### config.mk
export PLATFORM = sky130hd
export DESIGN_NAME = linear_adsr_voice_envelope_top_flat
export DESIGN_NICKNAME = d
export VERILOG_FILES = /design/src/design/lavenv_pkg.sv /design/src/design/lavenv_req_if.sv /design/src/design/lavenv_res_if.sv /design/src/design/lavenv_cfg.sv /design/src/design/lavenv_core.sv /design/src/design/linear_adsr_voice_envelope_top.sv /design/src/flat_wrapper.sv
export SDC_FILE = /design/constraint.sdc
export NUM_CORES = 2
export LEC_CHECK = 0
export BUFFER_PORTS_ARGS = -buffer_cell sky130_fd_sc_hd__clkbuf_2
export CORE_MARGIN = 1.5
export CORE_UTILIZATION = 30
export DETAILED_ROUTE_END_ITERATION = 10
export PLACE_DENSITY_LB_ADDON = 0.1
export SLEW_MARGIN = 30
export SYNTH_ARGS = -nofsm -noshare
export SYNTH_HDL_FRONTEND = slang
export SYNTH_SLANG_ARGS = --single-unit
### constraint.sdc
create_clock -name i_clk -period 16.1 [get_ports i_clk]
set_input_delay 0 -clock i_clk [delete_from_list [all_inputs] [get_ports i_clk]]
set_output_delay 0 -clock i_clk [all_outputs]
set_load 0.02 [all_outputs]
### src/design/lavenv_pkg.sv
// ----------------------------------------------------------------------------
// Linear ADSR voice envelope package
// Widths, codes, reset values and request/result types shared by the block.
// ----------------------------------------------------------------------------
`timescale 1ns / 1ps
`default_nettype none

package lavenv_pkg;

    localparam int unsigned LEVEL_W  = 25;
    localparam int unsigned FRAC_W   = 24;
    localparam int unsigned NOTE_W   = 7;
    localparam int unsigned VEL_W    = 7;
    localparam int unsigned STAGE_W  = 3;
    localparam int unsigned ACTION_W = 2;
    localparam int unsigned CFG_IDX_W = 2;

    // Full scale is 1.0; the release ends at or below 0.0001 of full scale.
    localparam logic [LEVEL_W-1:0] FULL_SCALE    = 25'd16777216;
    localparam logic [LEVEL_W-1:0] END_THRESHOLD = 25'd1677;

    localparam logic [LEVEL_W-1:0] ATTACK_STEP_RST   = 25'd998;
    localparam logic [LEVEL_W-1:0] DECAY_STEP_RST    = 25'd196;
    localparam logic [LEVEL_W-1:0] SUSTAIN_LEVEL_RST = 25'd12079595;
    localparam logic [LEVEL_W-1:0] RELEASE_RATE_RST  = 25'd291;

    typedef enum logic [STAGE_W-1:0] {
        STAGE_OFF     = 3'd0,
        STAGE_ATTACK  = 3'd1,
        STAGE_DECAY   = 3'd2,
        STAGE_SUSTAIN = 3'd3,
        STAGE_RELEASE = 3'd4
    } t_stage;

    typedef enum logic [ACTION_W-1:0] {
        ACT_TICK     = 2'd0,
        ACT_NOTE_ON  = 2'd1,
        ACT_NOTE_OFF = 2'd2
    } t_action;

    typedef enum logic [CFG_IDX_W-1:0] {
        CFG_ATTACK_STEP   = 2'd0,
        CFG_DECAY_STEP    = 2'd1,
        CFG_SUSTAIN_LEVEL = 2'd2,
        CFG_RELEASE_RATE  = 2'd3
    } t_cfg_idx;

    typedef struct packed {
        logic [ACTION_W-1:0] action;
        logic [NOTE_W-1:0]   note_number;
        logic [VEL_W-1:0]    note_velocity;
    } t_req;

    typedef struct packed {
        logic [LEVEL_W-1:0] envelope_level;
        logic [VEL_W-1:0]   held_velocity;
        logic [STAGE_W-1:0] env_stage;
        logic               voice_active;
    } t_res;

    typedef struct packed {
        logic [LEVEL_W-1:0] attack_step;
        logic [LEVEL_W-1:0] decay_step;
        logic [LEVEL_W-1:0] sustain_level;
        logic [LEVEL_W-1:0] release_rate;
    } t_cfg;

endpackage

`default_nettype wire

### src/design/lavenv_req_if.sv
// ----------------------------------------------------------------------------
// Envelope request channel
// Valid/ready channel that carries tick, note-on and note-off requests.
// ----------------------------------------------------------------------------
`timescale 1ns / 1ps
`default_nettype none

interface lavenv_req_if;

    logic              valid;
    logic              ready;
    lavenv_pkg::t_req  payload;

    modport source (output valid, output payload, input ready);
    modport sink   (input valid, input payload, output ready);
    modport mon    (input valid, input payload, input ready);

endinterface

`default_nettype wire

### src/design/lavenv_res_if.sv
// ----------------------------------------------------------------------------
// Envelope result channel
// Valid/ready channel that carries the envelope state after each request.
// ----------------------------------------------------------------------------
`timescale 1ns / 1ps
`default_nettype none

interface lavenv_res_if;

    logic              valid;
    logic              ready;
    lavenv_pkg::t_res  payload;

    modport source (output valid, output payload, input ready);
    modport sink   (input valid, input payload, output ready);
    modport mon    (input valid, input payload, input ready);

endinterface

`default_nettype wire

### src/design/lavenv_cfg.sv
// ----------------------------------------------------------------------------
// Envelope configuration registers
// Holds the attack, decay, sustain and release settings.
// ----------------------------------------------------------------------------
`timescale 1ns / 1ps
`default_nettype none

module lavenv_cfg (
    input  wire logic                                i_clk,
    input  wire logic                                i_rst_n,
    input  wire logic                                i_cfg_we,
    input  wire logic [lavenv_pkg::CFG_IDX_W-1:0]    i_cfg_idx,
    input  wire logic [lavenv_pkg::LEVEL_W-1:0]      i_cfg_data,
    output lavenv_pkg::t_cfg                         o_cfg
);

    lavenv_pkg::t_cfg r_cfg;
    lavenv_pkg::t_cfg n_cfg;

    // The sustain level is stored already limited to full scale.
    always_comb begin
        n_cfg = r_cfg;
        if (i_cfg_we) begin
            unique case (lavenv_pkg::t_cfg_idx'(i_cfg_idx))
                lavenv_pkg::CFG_ATTACK_STEP:   n_cfg.attack_step = i_cfg_data;
                lavenv_pkg::CFG_DECAY_STEP:    n_cfg.decay_step  = i_cfg_data;
                lavenv_pkg::CFG_SUSTAIN_LEVEL: begin
                    n_cfg.sustain_level = (i_cfg_data > lavenv_pkg::FULL_SCALE) ?
                                          lavenv_pkg::FULL_SCALE : i_cfg_data;
                end
                lavenv_pkg::CFG_RELEASE_RATE:  n_cfg.release_rate = i_cfg_data;
                default: n_cfg = r_cfg;
            endcase
        end
    end

    always_ff @(posedge i_clk) begin
        if (!i_rst_n) begin
            r_cfg.attack_step   <= lavenv_pkg::ATTACK_STEP_RST;
            r_cfg.decay_step    <= lavenv_pkg::DECAY_STEP_RST;
            r_cfg.sustain_level <= lavenv_pkg::SUSTAIN_LEVEL_RST;
            r_cfg.release_rate  <= lavenv_pkg::RELEASE_RATE_RST;
        end else begin
            r_cfg <= n_cfg;
        end
    end

    assign o_cfg = r_cfg;

endmodule

`default_nettype wire

### src/design/lavenv_core.sv
// ----------------------------------------------------------------------------
// Envelope state and update logic
// Holds the voice state and computes its next value for each request.
// ----------------------------------------------------------------------------
`timescale 1ns / 1ps
`default_nettype none

module lavenv_core (
    input  wire logic           i_clk,
    input  wire logic           i_rst_n,
    input  wire logic           i_accept,
    input  wire lavenv_pkg::t_req i_req,
    input  wire lavenv_pkg::t_cfg i_cfg,
    output lavenv_pkg::t_res    o_next
);

    localparam int unsigned LW = lavenv_pkg::LEVEL_W;

    logic [LW-1:0]                    r_level;
    logic [LW-1:0]                    n_level;
    lavenv_pkg::t_stage               r_stage;
    lavenv_pkg::t_stage               n_stage;
    logic [lavenv_pkg::NOTE_W-1:0]    r_note;
    logic [lavenv_pkg::NOTE_W-1:0]    n_note;
    logic [lavenv_pkg::VEL_W-1:0]     r_velocity;
    logic [lavenv_pkg::VEL_W-1:0]     n_velocity;
    logic [LW-1:0]                    r_release_step;
    logic [LW-1:0]                    n_release_step;

    logic [LW:0]                      attack_sum;
    logic [LW-1:0]                    decay_diff;
    logic [LW-1:0]                    release_diff;
    logic [2*LW-1:0]                  release_prod;

    assign attack_sum   = {1'b0, r_level} + {1'b0, i_cfg.attack_step};
    assign decay_diff   = (r_level > i_cfg.decay_step) ? (r_level - i_cfg.decay_step) : '0;
    assign release_diff = (r_level > r_release_step) ? (r_level - r_release_step) : '0;
    assign release_prod = {{LW{1'b0}}, r_level} * {{LW{1'b0}}, i_cfg.release_rate};

    always_comb begin
        n_level        = r_level;
        n_stage        = r_stage;
        n_note         = r_note;
        n_velocity     = r_velocity;
        n_release_step = r_release_step;
        case (lavenv_pkg::t_action'(i_req.action))
            lavenv_pkg::ACT_TICK: begin
                unique case (r_stage)
                    lavenv_pkg::STAGE_ATTACK: begin
                        if (attack_sum >= {1'b0, lavenv_pkg::FULL_SCALE}) begin
                            n_level = lavenv_pkg::FULL_SCALE;
                            n_stage = lavenv_pkg::STAGE_DECAY;
                        end else begin
                            n_level = attack_sum[LW-1:0];
                        end
                    end
                    lavenv_pkg::STAGE_DECAY: begin
                        if (decay_diff <= i_cfg.sustain_level) begin
                            n_level = i_cfg.sustain_level;
                            n_stage = lavenv_pkg::STAGE_SUSTAIN;
                        end else begin
                            n_level = decay_diff;
                        end
                    end
                    lavenv_pkg::STAGE_SUSTAIN: begin
                        n_level = i_cfg.sustain_level;
                    end
                    lavenv_pkg::STAGE_RELEASE: begin
                        if (release_diff <= lavenv_pkg::END_THRESHOLD) begin
                            n_level = '0;
                            n_stage = lavenv_pkg::STAGE_OFF;
                        end else begin
                            n_level = release_diff;
                        end
                    end
                    default: n_level = r_level;
                endcase
            end
            lavenv_pkg::ACT_NOTE_ON: begin
                n_note         = i_req.note_number;
                n_velocity     = i_req.note_velocity;
                n_level        = '0;
                n_release_step = '0;
                n_stage        = lavenv_pkg::STAGE_ATTACK;
            end
            lavenv_pkg::ACT_NOTE_OFF: begin
                // Only the held note releases the voice.
                if (r_stage != lavenv_pkg::STAGE_OFF && i_req.note_number == r_note) begin
                    n_release_step = release_prod[lavenv_pkg::FRAC_W +: LW];
                    n_stage        = lavenv_pkg::STAGE_RELEASE;
                end
            end
            default: n_level = r_level;
        endcase
    end

    always_ff @(posedge i_clk) begin
        if (!i_rst_n) begin
            r_level        <= '0;
            r_stage        <= lavenv_pkg::STAGE_OFF;
            r_note         <= '0;
            r_velocity     <= '0;
            r_release_step <= '0;
        end else if (i_accept) begin
            r_level        <= n_level;
            r_stage        <= n_stage;
            r_note         <= n_note;
            r_velocity     <= n_velocity;
            r_release_step <= n_release_step;
        end
    end

    assign o_next.envelope_level = n_level;
    assign o_next.held_velocity  = n_velocity;
    assign o_next.env_stage      = n_stage;
    assign o_next.voice_active   = (n_stage != lavenv_pkg::STAGE_OFF);

endmodule

`default_nettype wire

### src/design/linear_adsr_voice_envelope_top.sv
// ----------------------------------------------------------------------------
// Linear ADSR voice envelope
// Output: a result appears in the cycle after its request is accepted.
// Throughput: one request per cycle, limited only by result back-pressure.
// Reset: synchronous and active low; the voice goes off at level zero and
// the settings return to their default values.
// ----------------------------------------------------------------------------
`timescale 1ns / 1ps
`default_nettype none

// The block models one synthesiser voice. Each request is a sample tick, a
// note-on or a note-off, and each request gives exactly one result: the
// envelope state once the request has been applied.
//
// Structure: the configuration registers feed the core, whose state
// registers and next-state logic work out the new state in the same cycle
// as the request is accepted. That new state is captured in the output
// register, which separates the two channels, so a new request is taken
// whenever the output register is empty or its content is being taken in
// that same cycle. The longest path is the note-off release-step product
// of the level and the release rate, which goes straight into the state
// register.
//
// Settings should only be changed while no result is outstanding.

module linear_adsr_voice_envelope_top (
    input  wire logic                                i_clk,
    input  wire logic                                i_rst_n,
    lavenv_req_if.sink                               i_req,
    lavenv_res_if.source                             o_res,
    input  wire logic                                i_cfg_we,
    input  wire logic [lavenv_pkg::CFG_IDX_W-1:0]    i_cfg_idx,
    input  wire logic [lavenv_pkg::LEVEL_W-1:0]      i_cfg_data
);

    lavenv_pkg::t_cfg cfg;
    lavenv_pkg::t_res next_res;
    logic             req_accept;

    logic             r_out_valid;
    lavenv_pkg::t_res r_out;

    // A request is taken when the output register is free or being emptied.
    assign i_req.ready = !r_out_valid || o_res.ready;
    assign req_accept  = i_req.valid && i_req.ready;

    lavenv_cfg u_cfg (
        .i_clk      (i_clk),
        .i_rst_n    (i_rst_n),
        .i_cfg_we   (i_cfg_we),
        .i_cfg_idx  (i_cfg_idx),
        .i_cfg_data (i_cfg_data),
        .o_cfg      (cfg)
    );

    lavenv_core u_core (
        .i_clk    (i_clk),
        .i_rst_n  (i_rst_n),
        .i_accept (req_accept),
        .i_req    (i_req.payload),
        .i_cfg    (cfg),
        .o_next   (next_res)
    );

    // Output register: valid is control state, the payload needs no reset.
    always_ff @(posedge i_clk) begin
        if (!i_rst_n) begin
            r_out_valid <= 1'b0;
        end else if (req_accept) begin
            r_out_valid <= 1'b1;
        end else if (o_res.ready) begin
            r_out_valid <= 1'b0;
        end
    end

    always_ff @(posedge i_clk) begin
        if (req_accept) begin
            r_out <= next_res;
        end
    end

    assign o_res.valid   = r_out_valid;
    assign o_res.payload = r_out;

endmodule

`default_nettype wire

### src/flat_wrapper.sv
// flat-port wrapper written by rule: the top's interface ports become plain ports
module linear_adsr_voice_envelope_top_flat 
  (i_clk, i_rst_n, i_cfg_we, i_cfg_idx, i_cfg_data, i_req_valid, i_req_payload, i_req_ready, o_res_valid, o_res_payload, o_res_ready);
  lavenv_req_if i_req_i ();
  lavenv_res_if o_res_i ();
  input  wire logic i_clk;
  input  wire logic i_rst_n;
  input  wire logic i_cfg_we;
  input  wire logic [lavenv_pkg::CFG_IDX_W-1:0] i_cfg_idx;
  input  wire logic [lavenv_pkg::LEVEL_W-1:0] i_cfg_data;
  input wire logic [$bits(i_req_i.valid)-1:0] i_req_valid;
  input wire logic [$bits(i_req_i.payload)-1:0] i_req_payload;
  output wire logic [$bits(i_req_i.ready)-1:0] i_req_ready;
  output wire logic [$bits(o_res_i.valid)-1:0] o_res_valid;
  output wire logic [$bits(o_res_i.payload)-1:0] o_res_payload;
  input wire logic [$bits(o_res_i.ready)-1:0] o_res_ready;
  assign i_req_i.valid = i_req_valid;
  assign i_req_i.payload = i_req_payload;
  assign i_req_ready = i_req_i.ready;
  assign o_res_valid = o_res_i.valid;
  assign o_res_payload = o_res_i.payload;
  assign o_res_i.ready = o_res_ready;
  linear_adsr_voice_envelope_top u_core (.i_clk(i_clk), .i_rst_n(i_rst_n), .i_req(i_req_i), .o_res(o_res_i), .i_cfg_we(i_cfg_we), .i_cfg_idx(i_cfg_idx), .i_cfg_data(i_cfg_data));
endmodule
==> impl_metrics.env <==
export IMPL_pwr_share_seq_pct=32.5
export IMPL_grt_usage_pct=21.49
export IMPL_synth_edf_count=36
export IMPL_final_common_cell="inv_1"
export IMPL_rsz0062_at_grt="no"
export IMPL_ant_nets=0
export IMPL_endpoint_kind="flip-flop"
export IMPL_r2r_cells=25
export IMPL_yosysSeqAreaShare_pct=13.33
export IMPL_grt_start_max_net_pins=89
export IMPL_maxCapViolations=0
export IMPL_antenna_found_initial=9
export IMPL_final_hold_viol_count=0
export IMPL_fin_nets=4829
export IMPL_fillerInstances=11913
export IMPL_io_buffers=85
export IMPL_io_pins=86
export IMPL_drive_gt1_share_pct=5.979
export IMPL_numCtsBuffers=27
export IMPL_path_class="reg -> reg"
export IMPL_vias=26950
export IMPL_skew_ns=0.03089
export IMPL_crit_path_start_kind="flip-flop"
export IMPL_crit_buf_inv=6
export IMPL_period_needed_ns=8.616
export IMPL_hp_class="in -> reg"
export IMPL_synth_nets=4826
export IMPL_place_congestion=0.8518
export IMPL_cts_sinks=204
export IMPL_crit_top_cell="fa_1"
export IMPL_post_cts_buffers=0
export IMPL_timing_final_crit_share_pct=53.52
export IMPL_syn_to_final_growth_pct=9.852
export IMPL_cpMaxStageDelayCell="dfxtp_1"
export IMPL_yosys_most_used_dff="dfxtp_1"
export IMPL_drt_iter0_drc=1803
export IMPL_syn_inst=3974
export IMPL_slew_viol_final=0
export IMPL_final_cell_area_um2=36640
export IMPL_slew_headroom_pct=35.47
export IMPL_drc=0
export IMPL_final_cell_mix="inv_1 (696), nand2_1 (668), fa_1 (527)"
export IMPL_hold_depth=2
export IMPL_status="finished clean"
export IMPL_finalSetupTns_ns=0
export IMPL_cts_buffer_depth=3
export IMPL_arrival_ns=9.12
export IMPL_cts_tree="done"
export IMPL_overflow=0
export IMPL_dr_pass1_iters=5
export IMPL_fmax_mhz=116.1
export IMPL_crit_family="adder cells"
export IMPL_h_tree_depth=1
export IMPL_postPlaceCellArea_um2=35300
export IMPL_leakage_nw=17.18
export IMPL_p_sw_share_pct=36.85
export IMPL_finalSetupViolCount=0
export IMPL_p_sw_uw=642.8
export IMPL_core_um2=110500
export IMPL_first_global_vias=28052
export IMPL_grt_pass1_wl_um=182100
export IMPL_path_clk_slew_ns=0.06
export IMPL_routed_wl_um=119600
export IMPL_dieHeight_um=336.4
export IMPL_insertion_delay_ns=0.59
export IMPL_wl_per_cell_um=21.79
export IMPL_yosysWarnings=0
export IMPL_power_share_clock_pct=36.9
export IMPL_power_density_nw_per_um2=47.61
export IMPL_die_area_um2=113200
export IMPL_cts_root_buf="clkbuf_16"
export IMPL_worst_pin_slew_ns=0.9680
export IMPL_synthArstFlopShare_pct=0
export IMPL_combinationalPowerShare_pct=30.6
export IMPL_internal_power_mw=1.102
export IMPL_cp_max_fo=20
export IMPL_routed_via_density=4.911
export IMPL_crit_path_max_incr_delay_ns=0.66
export IMPL_required_ns=16.60
export IMPL_synth_distinct_cells=89
export IMPL_initial_core_util_pct=30.18
export IMPL_syn_avg_cell_area_um2=8.392
export IMPL_synthesis_area_um2=33350
export IMPL_num_rows=122
export IMPL_ys_ff_latch=204
export IMPL_die_w_um=336.4
export IMPL_worstSetupPathDepth=25
export IMPL_detailed_place_hpwl_um=89060
export IMPL_peakVddDrop_mv=0.07805
synth_stat cells (11+ instances only):
cell | n | share of area (%)
o21a_1 | 18 | 0.41
nor2_1 | 119 | 1.3
o211ai_1 | 17 | 0.38
clkbuf_1 | 191 | 2.1
and2_1 | 335 | 6.3
nor3_1 | 30 | 0.45
edfxtp_1 | 36 | 3.2
dfxtp_1 | 168 | 10
and3_1 | 13 | 0.24
a21oi_1 | 122 | 1.8
xnor2_1 | 38 | 1.0
fa_1 | 527 | 32
a31oi_1 | 34 | 0.64
a221oi_1 | 11 | 0.29
nand4_1 | 28 | 0.53
o31ai_1 | 15 | 0.34
o21ai_0 | 110 | 1.7
inv_1 | 697 | 7.8
a22oi_1 | 15 | 0.34
or3_1 | 15 | 0.28
ha_1 | 277 | 10
a211oi_1 | 21 | 0.47
nor4_1 | 14 | 0.26
nand2_1 | 668 | 7.5
a21o_1 | 36 | 0.81
xor2_1 | 43 | 1.1
nand3_1 | 76 | 1.1
a21boi_0 | 85 | 1.9
buf_2 | 12 | 0.18
nor2b_1 | 30 | 0.56
logic make-up (layout without fill, tap and decap cells):
kind of cell	count (synthesis)	in the layout	synth area share [%]
xor+xnor	81	81	2.127
fa+ha+maj	804	804	42.03
flops	204	204	13.33
other cells	0	3	0
buf+inv	905	928	10.23
compound gates	598	598	12.33
mux	5	5	0.1501
simple gates	1377	1377	19.81
layer usage:
layer | vias up | GRT usage [%] | wire length (um)
met5 | - | 0 | 0
met4 | 0 | 5.319 | 3101
met3 | 139 | 2.163 | 5606
met2 | 626 | 35.54 | 55670
met1 | 13583 | 30.01 | 55200
li1 | 12602 | - | -
through the flow:
stage | total power [mW] | std cells | worst slack (ns) | hold slack (ns) | util (%)
floorplan | 0.9091 | 3974 | 8.862 | 0.1240 | -
global placement | 1.104 | 5395 | 7.529 | 0.2539 | 31.94
detailed placement | 1.101 | 5395 | 7.427 | 0.2589 | 31.94
CTS | 1.763 | 5485 | 7.399 | 0.0004063 | 33.14
global route | 1.838 | 5485 | 6.988 | 0.01193 | 33.14
finish | 1.744 | 5488 | 7.484 | 0.02165 | 33.15
cell type report:
| type | count | area, um2 | share of cell area, % |
|---|---|---|---|
| Sequential cell | 204 | 4463 | 12.18 |
| Inverter | 698 | 2620 | 7.151 |
| Tap cell | 1488 | 1862 | 5.082 |
| Multi-Input combinational cell | 2865 | 25520 | 69.67 |
| Timing Repair Buffer | 181 | 1251 | 3.415 |
| Clock buffer | 32 | 704.4 | 1.923 |
| Clock inverter | 17 | 205.2 | 0.5601 |
| Antenna cell | 3 | 7.507 | 0.02049 |
state kept, by name, indices dropped and copies added, names as in the netlist:
register and count:
u_core.u_core.r_velocity 7, u_core.u_core.r_note 7, u_core.o_res.payload 36, u_core.u_core.r_release_step 25, u_core.u_core.r_stage 3, u_core.u_cfg.o_cfg 100
u_core.u_core.r_level 25, u_core.o_res.valid 1
power groups by stage:
stage	Clock, mW	Sequential, mW	Combinational, mW
finish	0.644	0.567	0.533
global route	0.680	0.569	0.589
CTS	0.661	0.567	0.535
detailed placement	0	0.577	0.523
global placement	0	0.578	0.526
floorplan	0	0.569	0.340
timing repair:
action | in CTS | in global routing
resized for setup | 0 | 0
hold buffers | 41 | 0
endpoints found under the hold margin | 120 | 0
final timing paths:
| kind | startpoint | to | slack, ns |
|---|---|---|---|
| min | i_rst_n | u_core.u_cfg.o_cfg[46]$_SDFFE_PN1P_ | 0.02 |
| min reg2reg | u_core.u_core.r_release_step[16]$_SDFFE_PN0P_ | u_core.u_core.r_release_step[16]$_SDFFE_PN0P_ | 0.46 |
| max | u_core.u_core.r_level[10]$_SDFFE_PN0P_ | u_core.u_core.r_release_step[22]$_SDFFE_PN0P_ | 7.48 |
| max reg2reg | u_core.u_core.r_level[10]$_SDFFE_PN0P_ | u_core.u_core.r_release_step[22]$_SDFFE_PN0P_ | 7.48 |
No activity file was read; power rests on OpenSTA's default activity.
